## src/design/ber_tle_pkg.sv

```systemverilog
// Constants and state codes for the BER tag/length header encoder.
`default_nettype none
package ber_tle_pkg;

  localparam logic [4:0] TAG_ESCAPE    = 5'h1f;
  localparam logic [7:0] LEN_LONG_FLAG = 8'h80;
  localparam logic [7:0] BYTE_MASK     = 8'hff;
  localparam int         TAG_DIGITS    = 5;
  localparam int         LEN_BYTES     = 4;
  localparam int         WORK_W        = 35;
  localparam int         CNT_W         = 3;

  localparam logic [2:0] S_IDLE  = 3'd0;
  localparam logic [2:0] S_TNORM = 3'd1;
  localparam logic [2:0] S_ID    = 3'd2;
  localparam logic [2:0] S_TDIG  = 3'd3;
  localparam logic [2:0] S_LNORM = 3'd4;
  localparam logic [2:0] S_LHDR  = 3'd5;
  localparam logic [2:0] S_LBYTE = 3'd6;

endpackage
`default_nettype wire

```

## src/design/ber_tag_length_header_encoder_unit.sv

```systemverilog
// BER identifier and length octet encoder, top level.
//
// Usage: present an element header on the in_ ports and pulse start while
// busy is low; the header is transferred at that edge. The block then emits
// the identifier octets followed by the length octets, one per out_valid
// strobe, each shown for exactly one cycle; out_last_byte marks the final
// octet. The receiver cannot stall the block and must take every strobe.
// One shared shift unit and a small digit counter do all the work: the
// tag (7-bit digits) and then the length (8-bit bytes) pass through the
// same work register, first skipping leading zero digits, then emitting.
// Sequence: a short tag goes straight to the identifier octet (S_ID); for
// tags of 31 and above, leading zero tag digits are first skipped (S_TNORM)
// and the tag digits (S_TDIG) follow the identifier octet. Long-form lengths
// skip leading zero length bytes (S_LNORM) before the length header (S_LHDR)
// and the length bytes (S_LBYTE). busy stays high until the final
// octet is registered out; the next header may be transferred then.
// Reset (rst_n low, synchronous) returns the sequencer to idle and drops
// out_valid; a header in progress is abandoned.
`default_nettype none
module ber_tag_length_header_encoder_unit
  import ber_tle_pkg::*;
(
  input  wire logic        clk,
  input  wire logic        rst_n,
  input  wire logic        start,
  output logic             busy,
  input  wire logic [1:0]  in_tag_class,
  input  wire logic        in_constructed,
  input  wire logic [31:0] in_tag_number,
  input  wire logic [31:0] in_length_value,
  input  wire logic        in_indefinite_length,
  output logic             out_valid,
  output logic [7:0]       out_byte,
  output logic             out_last_byte
);

  logic [2:0]        state_r, state_nxt;
  logic [WORK_W-1:0] work_r, work_nxt;
  logic [CNT_W-1:0]  cnt_r, cnt_nxt;
  logic [31:0]       len_r, len_nxt;
  logic [2:0]        lead_r, lead_nxt;
  logic [4:0]        tag_lo_r, tag_lo_nxt;
  logic              esc_r, esc_nxt;
  logic              indef_r, indef_nxt;
  logic              out_valid_r, out_valid_nxt;
  logic [7:0]        out_byte_r, out_byte_nxt;
  logic              out_last_r, out_last_nxt;

  logic              len_phase;
  logic [7:0]        top_digit;
  logic              top_zero;
  logic [WORK_W-1:0] work_shift;
  logic              short_len;
  logic              long_len;
  logic              accept;

  assign accept    = start && (state_r == S_IDLE);
  assign len_phase = (state_r == S_LNORM) || (state_r == S_LHDR) || (state_r == S_LBYTE);
  assign top_digit = len_phase ? work_r[WORK_W-1 -: 8] : {1'b0, work_r[WORK_W-1 -: 7]};
  assign top_zero  = (top_digit == 8'd0);
  assign work_shift = len_phase ? (work_r << 8) : (work_r << 7);
  assign short_len = (len_r[31:7] == 25'd0);
  assign long_len  = !indef_r && !short_len;

  always_comb begin
    state_nxt     = state_r;
    work_nxt      = work_r;
    cnt_nxt       = cnt_r;
    len_nxt       = len_r;
    lead_nxt      = lead_r;
    tag_lo_nxt    = tag_lo_r;
    esc_nxt       = esc_r;
    indef_nxt     = indef_r;
    out_valid_nxt = 1'b0;
    out_byte_nxt  = out_byte_r;
    out_last_nxt  = 1'b0;
    unique case (state_r)
      S_IDLE: begin
        if (accept) begin
          work_nxt   = {3'b000, in_tag_number};
          cnt_nxt    = CNT_W'(TAG_DIGITS);
          len_nxt    = in_length_value;
          lead_nxt   = {in_tag_class, in_constructed};
          tag_lo_nxt = in_tag_number[4:0];
          esc_nxt    = (in_tag_number[31:5] != 27'd0) || (in_tag_number[4:0] == TAG_ESCAPE);
          indef_nxt  = in_indefinite_length;
          state_nxt  = ((in_tag_number[31:5] != 27'd0) ||
                        (in_tag_number[4:0] == TAG_ESCAPE)) ? S_TNORM : S_ID;
        end
      end
      S_TNORM: begin
        if (top_zero && (cnt_r > CNT_W'(1))) begin
          work_nxt = work_shift;
          cnt_nxt  = cnt_r - CNT_W'(1);
        end else begin
          state_nxt = S_ID;
        end
      end
      S_ID: begin
        out_valid_nxt = 1'b1;
        out_byte_nxt  = {lead_r, esc_r ? TAG_ESCAPE : tag_lo_r};
        if (esc_r) begin
          state_nxt = S_TDIG;
        end else begin
          work_nxt  = {len_r, 3'b000};
          cnt_nxt   = CNT_W'(LEN_BYTES);
          state_nxt = long_len ? S_LNORM : S_LHDR;
        end
      end
      S_TDIG: begin
        out_valid_nxt = 1'b1;
        out_byte_nxt  = {(cnt_r != CNT_W'(1)), top_digit[6:0]};
        if (cnt_r == CNT_W'(1)) begin
          work_nxt  = {len_r, 3'b000};
          cnt_nxt   = CNT_W'(LEN_BYTES);
          state_nxt = long_len ? S_LNORM : S_LHDR;
        end else begin
          work_nxt = work_shift;
          cnt_nxt  = cnt_r - CNT_W'(1);
        end
      end
      S_LNORM: begin
        if (top_zero && (cnt_r > CNT_W'(1))) begin
          work_nxt = work_shift;
          cnt_nxt  = cnt_r - CNT_W'(1);
        end else begin
          state_nxt = S_LHDR;
        end
      end
      S_LHDR: begin
        out_valid_nxt = 1'b1;
        if (indef_r) begin
          out_byte_nxt = LEN_LONG_FLAG;
          out_last_nxt = 1'b1;
          state_nxt    = S_IDLE;
        end else if (short_len) begin
          out_byte_nxt = len_r[7:0] & BYTE_MASK;
          out_last_nxt = 1'b1;
          state_nxt    = S_IDLE;
        end else begin
          out_byte_nxt = LEN_LONG_FLAG | {5'd0, cnt_r};
          state_nxt    = S_LBYTE;
        end
      end
      S_LBYTE: begin
        out_valid_nxt = 1'b1;
        out_byte_nxt  = top_digit;
        work_nxt      = work_shift;
        cnt_nxt       = cnt_r - CNT_W'(1);
        if (cnt_r == CNT_W'(1)) begin
          out_last_nxt = 1'b1;
          state_nxt    = S_IDLE;
        end
      end
      default: begin
        state_nxt = S_IDLE;
      end
    endcase
  end

  always_ff @(posedge clk) begin
    if (!rst_n) begin
      state_r     <= S_IDLE;
      out_valid_r <= 1'b0;
      out_last_r  <= 1'b0;
    end else begin
      state_r     <= state_nxt;
      out_valid_r <= out_valid_nxt;
      out_last_r  <= out_last_nxt;
    end
  end

  always_ff @(posedge clk) begin
    work_r     <= work_nxt;
    cnt_r      <= cnt_nxt;
    len_r      <= len_nxt;
    lead_r     <= lead_nxt;
    tag_lo_r   <= tag_lo_nxt;
    esc_r      <= esc_nxt;
    indef_r    <= indef_nxt;
    out_byte_r <= out_byte_nxt;
  end

  assign busy          = (state_r != S_IDLE);
  assign out_valid     = out_valid_r;
  assign out_byte      = out_byte_r;
  assign out_last_byte = out_last_r;

endmodule
`default_nettype wire
```

## config.mk

```make
export PLATFORM = sky130hd
export DESIGN_NAME = ber_tag_length_header_encoder_unit
export DESIGN_NICKNAME = d
export VERILOG_FILES = /design/src/design/ber_tle_pkg.sv /design/src/design/ber_tag_length_header_encoder_unit.sv
export SDC_FILE = /design/constraint.sdc
export NUM_CORES = 1
export LEC_CHECK = 0
export BUFFER_PORTS_ARGS = -buffer_cell sky130_fd_sc_hd__clkbuf_2
export CORE_MARGIN = 10
export CORE_UTILIZATION = 45
export CTS_CLUSTER_DIAMETER = 150
export DETAILED_ROUTE_END_ITERATION = 8
export PLACE_DENSITY = 0.76
export SYNTH_ARGS = -nofsm -noshare
export SYNTH_HDL_FRONTEND = slang
export SYNTH_SLANG_ARGS = --single-unit
```

## constraint.sdc

```tcl
create_clock -name clk -period 6.8 [get_ports clk]
set_input_delay 0.68 -clock clk [delete_from_list [all_inputs] [get_ports clk]]
set_output_delay 0.68 -clock clk [all_outputs]
set_load 0.005 [all_outputs]
```

==> reports/metrics.yaml, run 1 <==
path_class: "reg -> reg"
cts_sinks: 93
cp.arrival_ns: 3.06
first_global_vias: 3486
antenna_found_initial: 0
final_core_util_pct: 53.1
die_h_um: 119
slowest_delay_ns: 1.01
slew_headroom_pct: 20.6
clockRootBuffer: "clkbuf_8"
slowest_stage: "a21boi_4"
period_share_pct: 44.2
via_count: 3316
holdWs_ns: 0.487
rsz0062_at_grt: "false"
drtPass1Iterations: 4
cts_setup_buffers: 0
clock.fmax_ghz: 0.333
final_cell_mix: "edfxtp_1 (88), clkbuf_2 (81), o21ai_0 (41), mux2i_1 (29), a22oi_1 (27)"
drtIter0Drc: 256
maxSlewViolCount: 0
synth.distinct_cells: 48
r2r-start: "state_r[2]"
final_layout_size_suffix_gt1_share_pct: 25.6
finalNetCount: 498
grt_pass1_wl_mm: 17.7
syn_avg_cell_area_um2: 12.5
synth-edff-count: 88
clock_latency_ns: 0.36
p_leak_nw: 1.77
crit_required_ns: 6.86
drc: 0
path_cells: "a21boi_4, nand2_1, o211ai_1, a21o_1, a221oi_4, buf_4"
cp-end-kind: "register"
synth_fp_nets: 424
postRouteAntennaNets: 0
grt_overflow_total: 0
netlist_area_mm2: 0.00440
cts_made_buffers: 9
synth_compound_gate_area_share_pct: 17.1
ys_async_sr_fraction_pct: 0
hpwl_mm: 8.33
endpoint: "work_r[4]"
peakVddDrop_mv: 0.210
ioPinCount: 82
gp_congestion: 0.898
start_util_pct: 45.6
reg2reg_depth: 6
viasPerCell: 5.89
synth_xor_area_share_pct: 0.398
critPathLaunchType: "register"
instances_no_fill: 563
ys_ff_latch: 93
powerDensity_mw_per_mm2: 456
reg2reg_slack_ns: 3.80
synthAdderAreaFrac_pct: 0.569
crit_start: "state_r[2]"
worstMarginPinSlew_ns: 1.19
wl_mm: 11.3
cts_tree: "yes"
clock_path_buffers: 2
ys_warn_count: 0
insertedDiodeCount: 0
place_inst: 547
syn_to_final_growth_pct: 16.3
ctsResizeCount: 0
hold_buffers: 0
die_area_mm2: 0.0141
maxCapViolCount: 0
worst_r2r_endpoint: "work_r[4]"
critical_path.max_fanout: 38
synthSimpleGateAreaFrac_pct: 10.0
gr-usage-all-layers_pct: 15.6
wl_per_cell_um: 20.0
mostFrequentLayoutCell: "edfxtp_1"
htree_levels: 3
rows: 36
min_path_type: "in -> reg"
finClkSkew_ns: 0.0122
muxShareOfSynthArea_pct: 6.86
hold_viol: 0
synthCells: 351
synth_top_family_by_area: "compound AO/OA/AOI/OAI gates"
yosysSeqAreaShare_pct: 62.4
io_buffers: 81
setup_tns_ns: 0
fin_crit_ns: 3.00
clkSlewWorstSetupHoldPaths_ns: 0.09
outcome: "finished, final reports clean"
core_mm2: 0.00964
fp.dieW_um: 119
synth_top_flop_cell: "edfxtp_1"
grt_max_degree: 43
setup_viol: 0
where the power goes:
part           leakage, nW  switching, W  internal [W]
logic                0.808      0.000550      0.000312
registers            0.875      0.000160      0.000986
clock network       0.0889      0.000195      0.000131
total                 1.77      0.000905       0.00143
cells by family after synthesis:
group / after synthesis
compound gates: 113
flops: 93
simple gates: 83
mux: 30
buf+inv: 28
xor+xnor: 2
fa+ha+maj: 2
worst min-delay path by stage:
stage / startpoint / endpoint / slack (ns) / cells past startpoint
2_1_floorplan: len_r[5] / out_byte[5] / 0.52 / 2
3_3_place_gp: len_r[29] / work_r[32] / 0.57 / 2
3_5_place_dp: lead_r[0] / out_byte[5] / 0.57 / 2
4_1_cts: in_indefinite_length / indef_r / 0.48 / 1
5_1_grt: in_length_value[16] / len_r[16] / 0.47 / 1
6_report: in_length_value[14] / len_r[14] / 0.49 / 1
layer usage:
metal  wire length [um]  track usage [%]  vias to the layer above  part of all wire, %
met1               4570             18.2                     1609                   41
li1                   -                -                     1539                    -
met3                864             4.91                       22                  7.7
met2               5500             25.6                      146                   49
met4                339             7.48                        0                  3.0
met5                  0                0                        -                    0
critical path, delay by kind of cell (launching register included):
family                 cells  cell delay (ns)
AO/OA/AOI/OAI              4             1.54
flip-flops                 1             0.71
AND/OR/NAND/NOR            1             0.12
buffers and inverters      1             0.32
cell type report:
cell class	instances	area (um^2)
fill	871	4520
sequential	93	2740
multi-input combinational	230	1590
timing repair buffer	84	428
tap	133	166
clock buffer	9	124
clock inverter	7	41.3
inverter	7	26.3
stage by stage:
step	power (W)	worst slack [ns]	cell area, um^2
finish	0.00233	3.80	5120
global route	0.00248	3.61	5120
CTS	0.00233	3.81	5120
detailed placement	0.00201	3.83	4950
global placement	0.00198	3.93	4950
floorplan	0.00172	2.16	4400
state kept, by name, indices dropped and copies added, names as in the netlist:
signal,count
esc_r,1
state_r,3
out_valid,1
out_last_byte,1
out_byte,8
work_r,35
len_r,32
indef_r,1
cnt_r,3
tag_lo_r,5
lead_r,3
synth_stat cells (2+ instances only):
master    count  area share (%)
a21o_1        2            0.34
clkbuf_1     15             1.3
xnor2_1       2            0.40
nand2b_1      4            0.57
a21oi_1       9             1.0
inv_1         7            0.60
a221oi_1      2            0.40
mux2i_1      29             6.6
o22ai_1       3            0.43
ha_1          2            0.57
o31ai_1       3            0.51
o221ai_1      6             1.2
o211ai_1      4            0.68
nand2_1      24             2.0
and2_1        5            0.71
nor3_1        4            0.46
a22o_1        4            0.80
edfxtp_1     88              60
a22oi_1      27             4.6
nand3_1       8            0.91
nor4_1       14             2.0
nor2b_1       4            0.57
nand4_1       2            0.28
dfxtp_1       5             2.3
nor2_1       11            0.94
o21ai_0      41             4.7
buf_2         5            0.57
Power figures use the tool's default switching activity.
==> inputs of run 2 (changes only) <==
Settings changed: ABC_AREA set to 1, PLACE_DENSITY 0.76 to 0.78.
Clock period 6.8 ns to 2.6 ns, I/O delays scaled along.
==> reports/metrics.yaml, run 2 <==
outcome: "finished, final reports clean"
yosys.area.top_type_share_pct: 57.3  # -2.8 points
fp.dieW_um: 121  # +2.0%
antenna_found_initial: 0  # unchanged
instances_no_fill: 698  # +24%
min_from: "in_length_value[30]"
final_cell_area_mm2: 0.00547  # +7.0%
worstMarginPinSlew_ns: 0.700  # -0.489 ns
insertedDiodeCount: 0  # unchanged
viasPerCell: 5.35  # -9.2%
crit_top_cell: "nand2_1"
path_cells: "inv_2, a21oi_2, nand2_1, o21ai_2, nand2_1, nor2_4, a21oi_1, nor3_4, buf_12"
postPlaceCellArea_mm2: 0.00528  # +6.7%
switchingPower_w: 0.00306  # +240%
slowest_stage: "a21oi_2"
cts_setup_buffers: 2  # +2
yosysMostFrequentCell: "edfxtp_1"
final_layout_size_suffix_gt1_share_pct: 26.4  # +0.79 points
ys_async_sr_fraction_pct: 0  # unchanged
grt_pass1_wl_mm: 18.8  # +6.5%
clkSlewWorstSetupHoldPaths_ns: 0.09  # about the same
path_class: "reg -> reg"
slowest_delay_ns: 0.39  # -0.62 ns
die_area_mm2: 0.0147  # +4.0%
hpwl_mm: 8.77  # +5.3%
ys_top_cells_by_area: "edfxtp_1 (57%), nand2_1 (6.1%), inv_1 (4.2%)"
reg2reg_depth: 9  # +3
setup_viol: 0  # unchanged
worst_r2r_endpoint: "work_r[22]"
netlist_area_mm2: 0.00461  # +4.8%
syn_to_final_growth_pct: 18.7
grt_max_degree: 43  # unchanged
critPathLaunchType: "register"
cts_made_buffers: 9  # unchanged
place_inst: 680  # +24%
clock.fmax_ghz: 0.455  # +37%
maxSlewViolCount: 0  # unchanged
finalNetCount: 633  # +27%
ctsResizeCount: 0  # unchanged
syn_avg_cell_area_um2: 9.96  # -21%
synthCells: 463  # +32%
p_comb_share_pct: 49.1  # +12 points
io_buffers: 81  # unchanged
rsz0062_at_grt: "false"
postRouteAntennaNets: 0  # unchanged
core_mm2: 0.00986  # +2.3%
r2r-start: "state_r[2]"
die_h_um: 121  # +2.0%
critical_path_buf_inv_count: 2  # +1
fin_crit_ns: 2.20  # -0.804 ns
min_path_type: "in -> reg"
mostFrequentLayoutCell: "edfxtp_1"
largest_register_ffs: 35  # unchanged
slew_headroom_pct: 53.0  # +32 points
synth_fp_nets: 536  # +26%
peakVddDrop_mv: 0.624  # +200%
cts_sinks: 93  # unchanged
final_cell_mix: "edfxtp_1 (88), clkbuf_2 (81), nand2_1 (75), inv_1 (51), nor2_1 (47)"
wl_mm: 11.7  # +4.0%
grt_overflow_total: 0  # unchanged
critical_path.max_fanout: 21  # -45%
powerDensity_mw_per_mm2: 1340  # +190%
drc: 0  # unchanged
first_global_vias: 3839  # +10%
cp.arrival_ns: 2.27  # -0.79 ns
drtPass1Iterations: 5  # +1
ys_ff_latch: 93  # unchanged
synth_top_flop_cell: "edfxtp_1"
rows: 36  # unchanged
ys_warn_count: 0  # unchanged
holdPathStages: 1  # unchanged
power.share.switching_pct: 41.6  # +2.8 points
gr-usage-all-layers_pct: 16.1  # +0.51 points
synth-edff-count: 88  # unchanged
setup_tns_ns: 0  # unchanged
hold_buffers: 0  # unchanged
synth_commonest_cells: "edfxtp_1 (88), nand2_1 (75), inv_1 (51), nor2_1 (48), a21oi_1 (38)"
ioPinCount: 82  # unchanged
seq_power_share_pct: 39.2  # -9.9 points
top_register: "work_r"
clock_latency_ns: 0.36  # about the same
maxCapViolCount: 0  # unchanged
cts_tree: "yes"
cp-end-kind: "register"
finClkSkew_ns: 0.0130  # +0.000826 ns
yosysTopAreaCell: "edfxtp_1"
p_leak_nw: 2.28  # +29%
cp_top_family: "simple AND/OR/NAND/NOR gates"
synth.distinct_cells: 32  # -33%
period_share_pct: 84.6  # +40 points
gp_congestion: 0.934  # +4.0%
reg2reg_slack_ns: 0.40  # -3.40 ns
min_to: "len_r[30]"
hold_viol: 0  # unchanged
wl_per_cell_um: 16.8  # -16%
drtIter0Drc: 372  # +45%
clock_path_buffers: 2  # unchanged
clockPowerShare_pct: 11.7  # -2.2 points
crit_required_ns: 2.67  # -4.19 ns
yosysSeqAreaShare_pct: 59.5  # -2.9 points
holdWs_ns: 0.0698  # -0.417 ns
clockRootBuffer: "clkbuf_8"
layout.filler_cells: 864  # -0.80%
start_util_pct: 46.7  # +1.1 points
power_w: 0.00734  # +210%
htree_levels: 3  # unchanged
p_int_w: 0.00429  # +200%
via_count: 3731  # +13%
==> run 2: cell types whose count changed after synthesis, sizes merged, moves of 9 or more <==
cell / change
a21oi: +31
o21a: +9
o211ai: +17
a22oi: -10
o21ai: -9
nand3: +9
nor4: -14
mux2i: -29
inv: +54
nand2: +56
nor2: +43
==> run 2: how the worst max path moves through the flow <==
stage / startpoint / to / cells past startpoint
6_report: state_r[2] / work_r[22] / 9
5_1_grt: state_r[2] / work_r[22] / 9
4_1_cts: state_r[2] / work_r[15] / 9
3_5_place_dp: state_r[2] / work_r[14] / 9
3_3_place_gp: state_r[2] / work_r[12] / 9
2_1_floorplan: state_r[2] / cnt_r[0] / 9
==> run 2: metrics by stage <==
step           setup slack (ns)  utilization (%)
2_1_floorplan            0.0454                -
3_3_place_gp              0.154             53.5
3_5_place_dp           -0.00121             53.5
4_1_cts                   0.447             55.5
5_1_grt                   0.320             55.5
6_report                  0.401             55.5
==> run 2: routing by layer <==
layer	global-route usage [%]	part of all wire, %
met1	19.7	42
met2	27.3	50
met3	3.44	6.5
met4	5.89	2.0
met5	0	0
==> run 2: final cells by class <==
type / instances / area (um^2) / share of cell area, %
clock buffer: 9 / 124 / 2.26
multi-input combinational: 291 / 1560 / 28.4
clock inverter: 7 / 41.3 / 0.754
inverter: 61 / 229 / 4.18
sequential: 93 / 2740 / 50.1
tap: 133 / 166 / 3.04
timing repair buffer: 104 / 616 / 11.2
==> run 2: logic make-up after synthesis <==
logic type	synth area share, %
flip-flops	59.5
buffers and inverters	7.19
AND/OR/NAND/NOR	15.3
AO/OA/AOI/OAI	17.5
adder cells (fa/ha/maj)	0.543
==> run 2: power by group through the flow <==
stage | Combinational [W] | Clock [W] | Sequential (W)
2_1_floorplan | 0.00240 | 0 | 0.00284
3_3_place_gp | 0.00338 | 0 | 0.00289
3_5_place_dp | 0.00346 | 0 | 0.00291
4_1_cts | 0.00357 | 0.000872 | 0.00287
5_1_grt | 0.00400 | 0.000950 | 0.00293
6_report | 0.00361 | 0.000857 | 0.00288
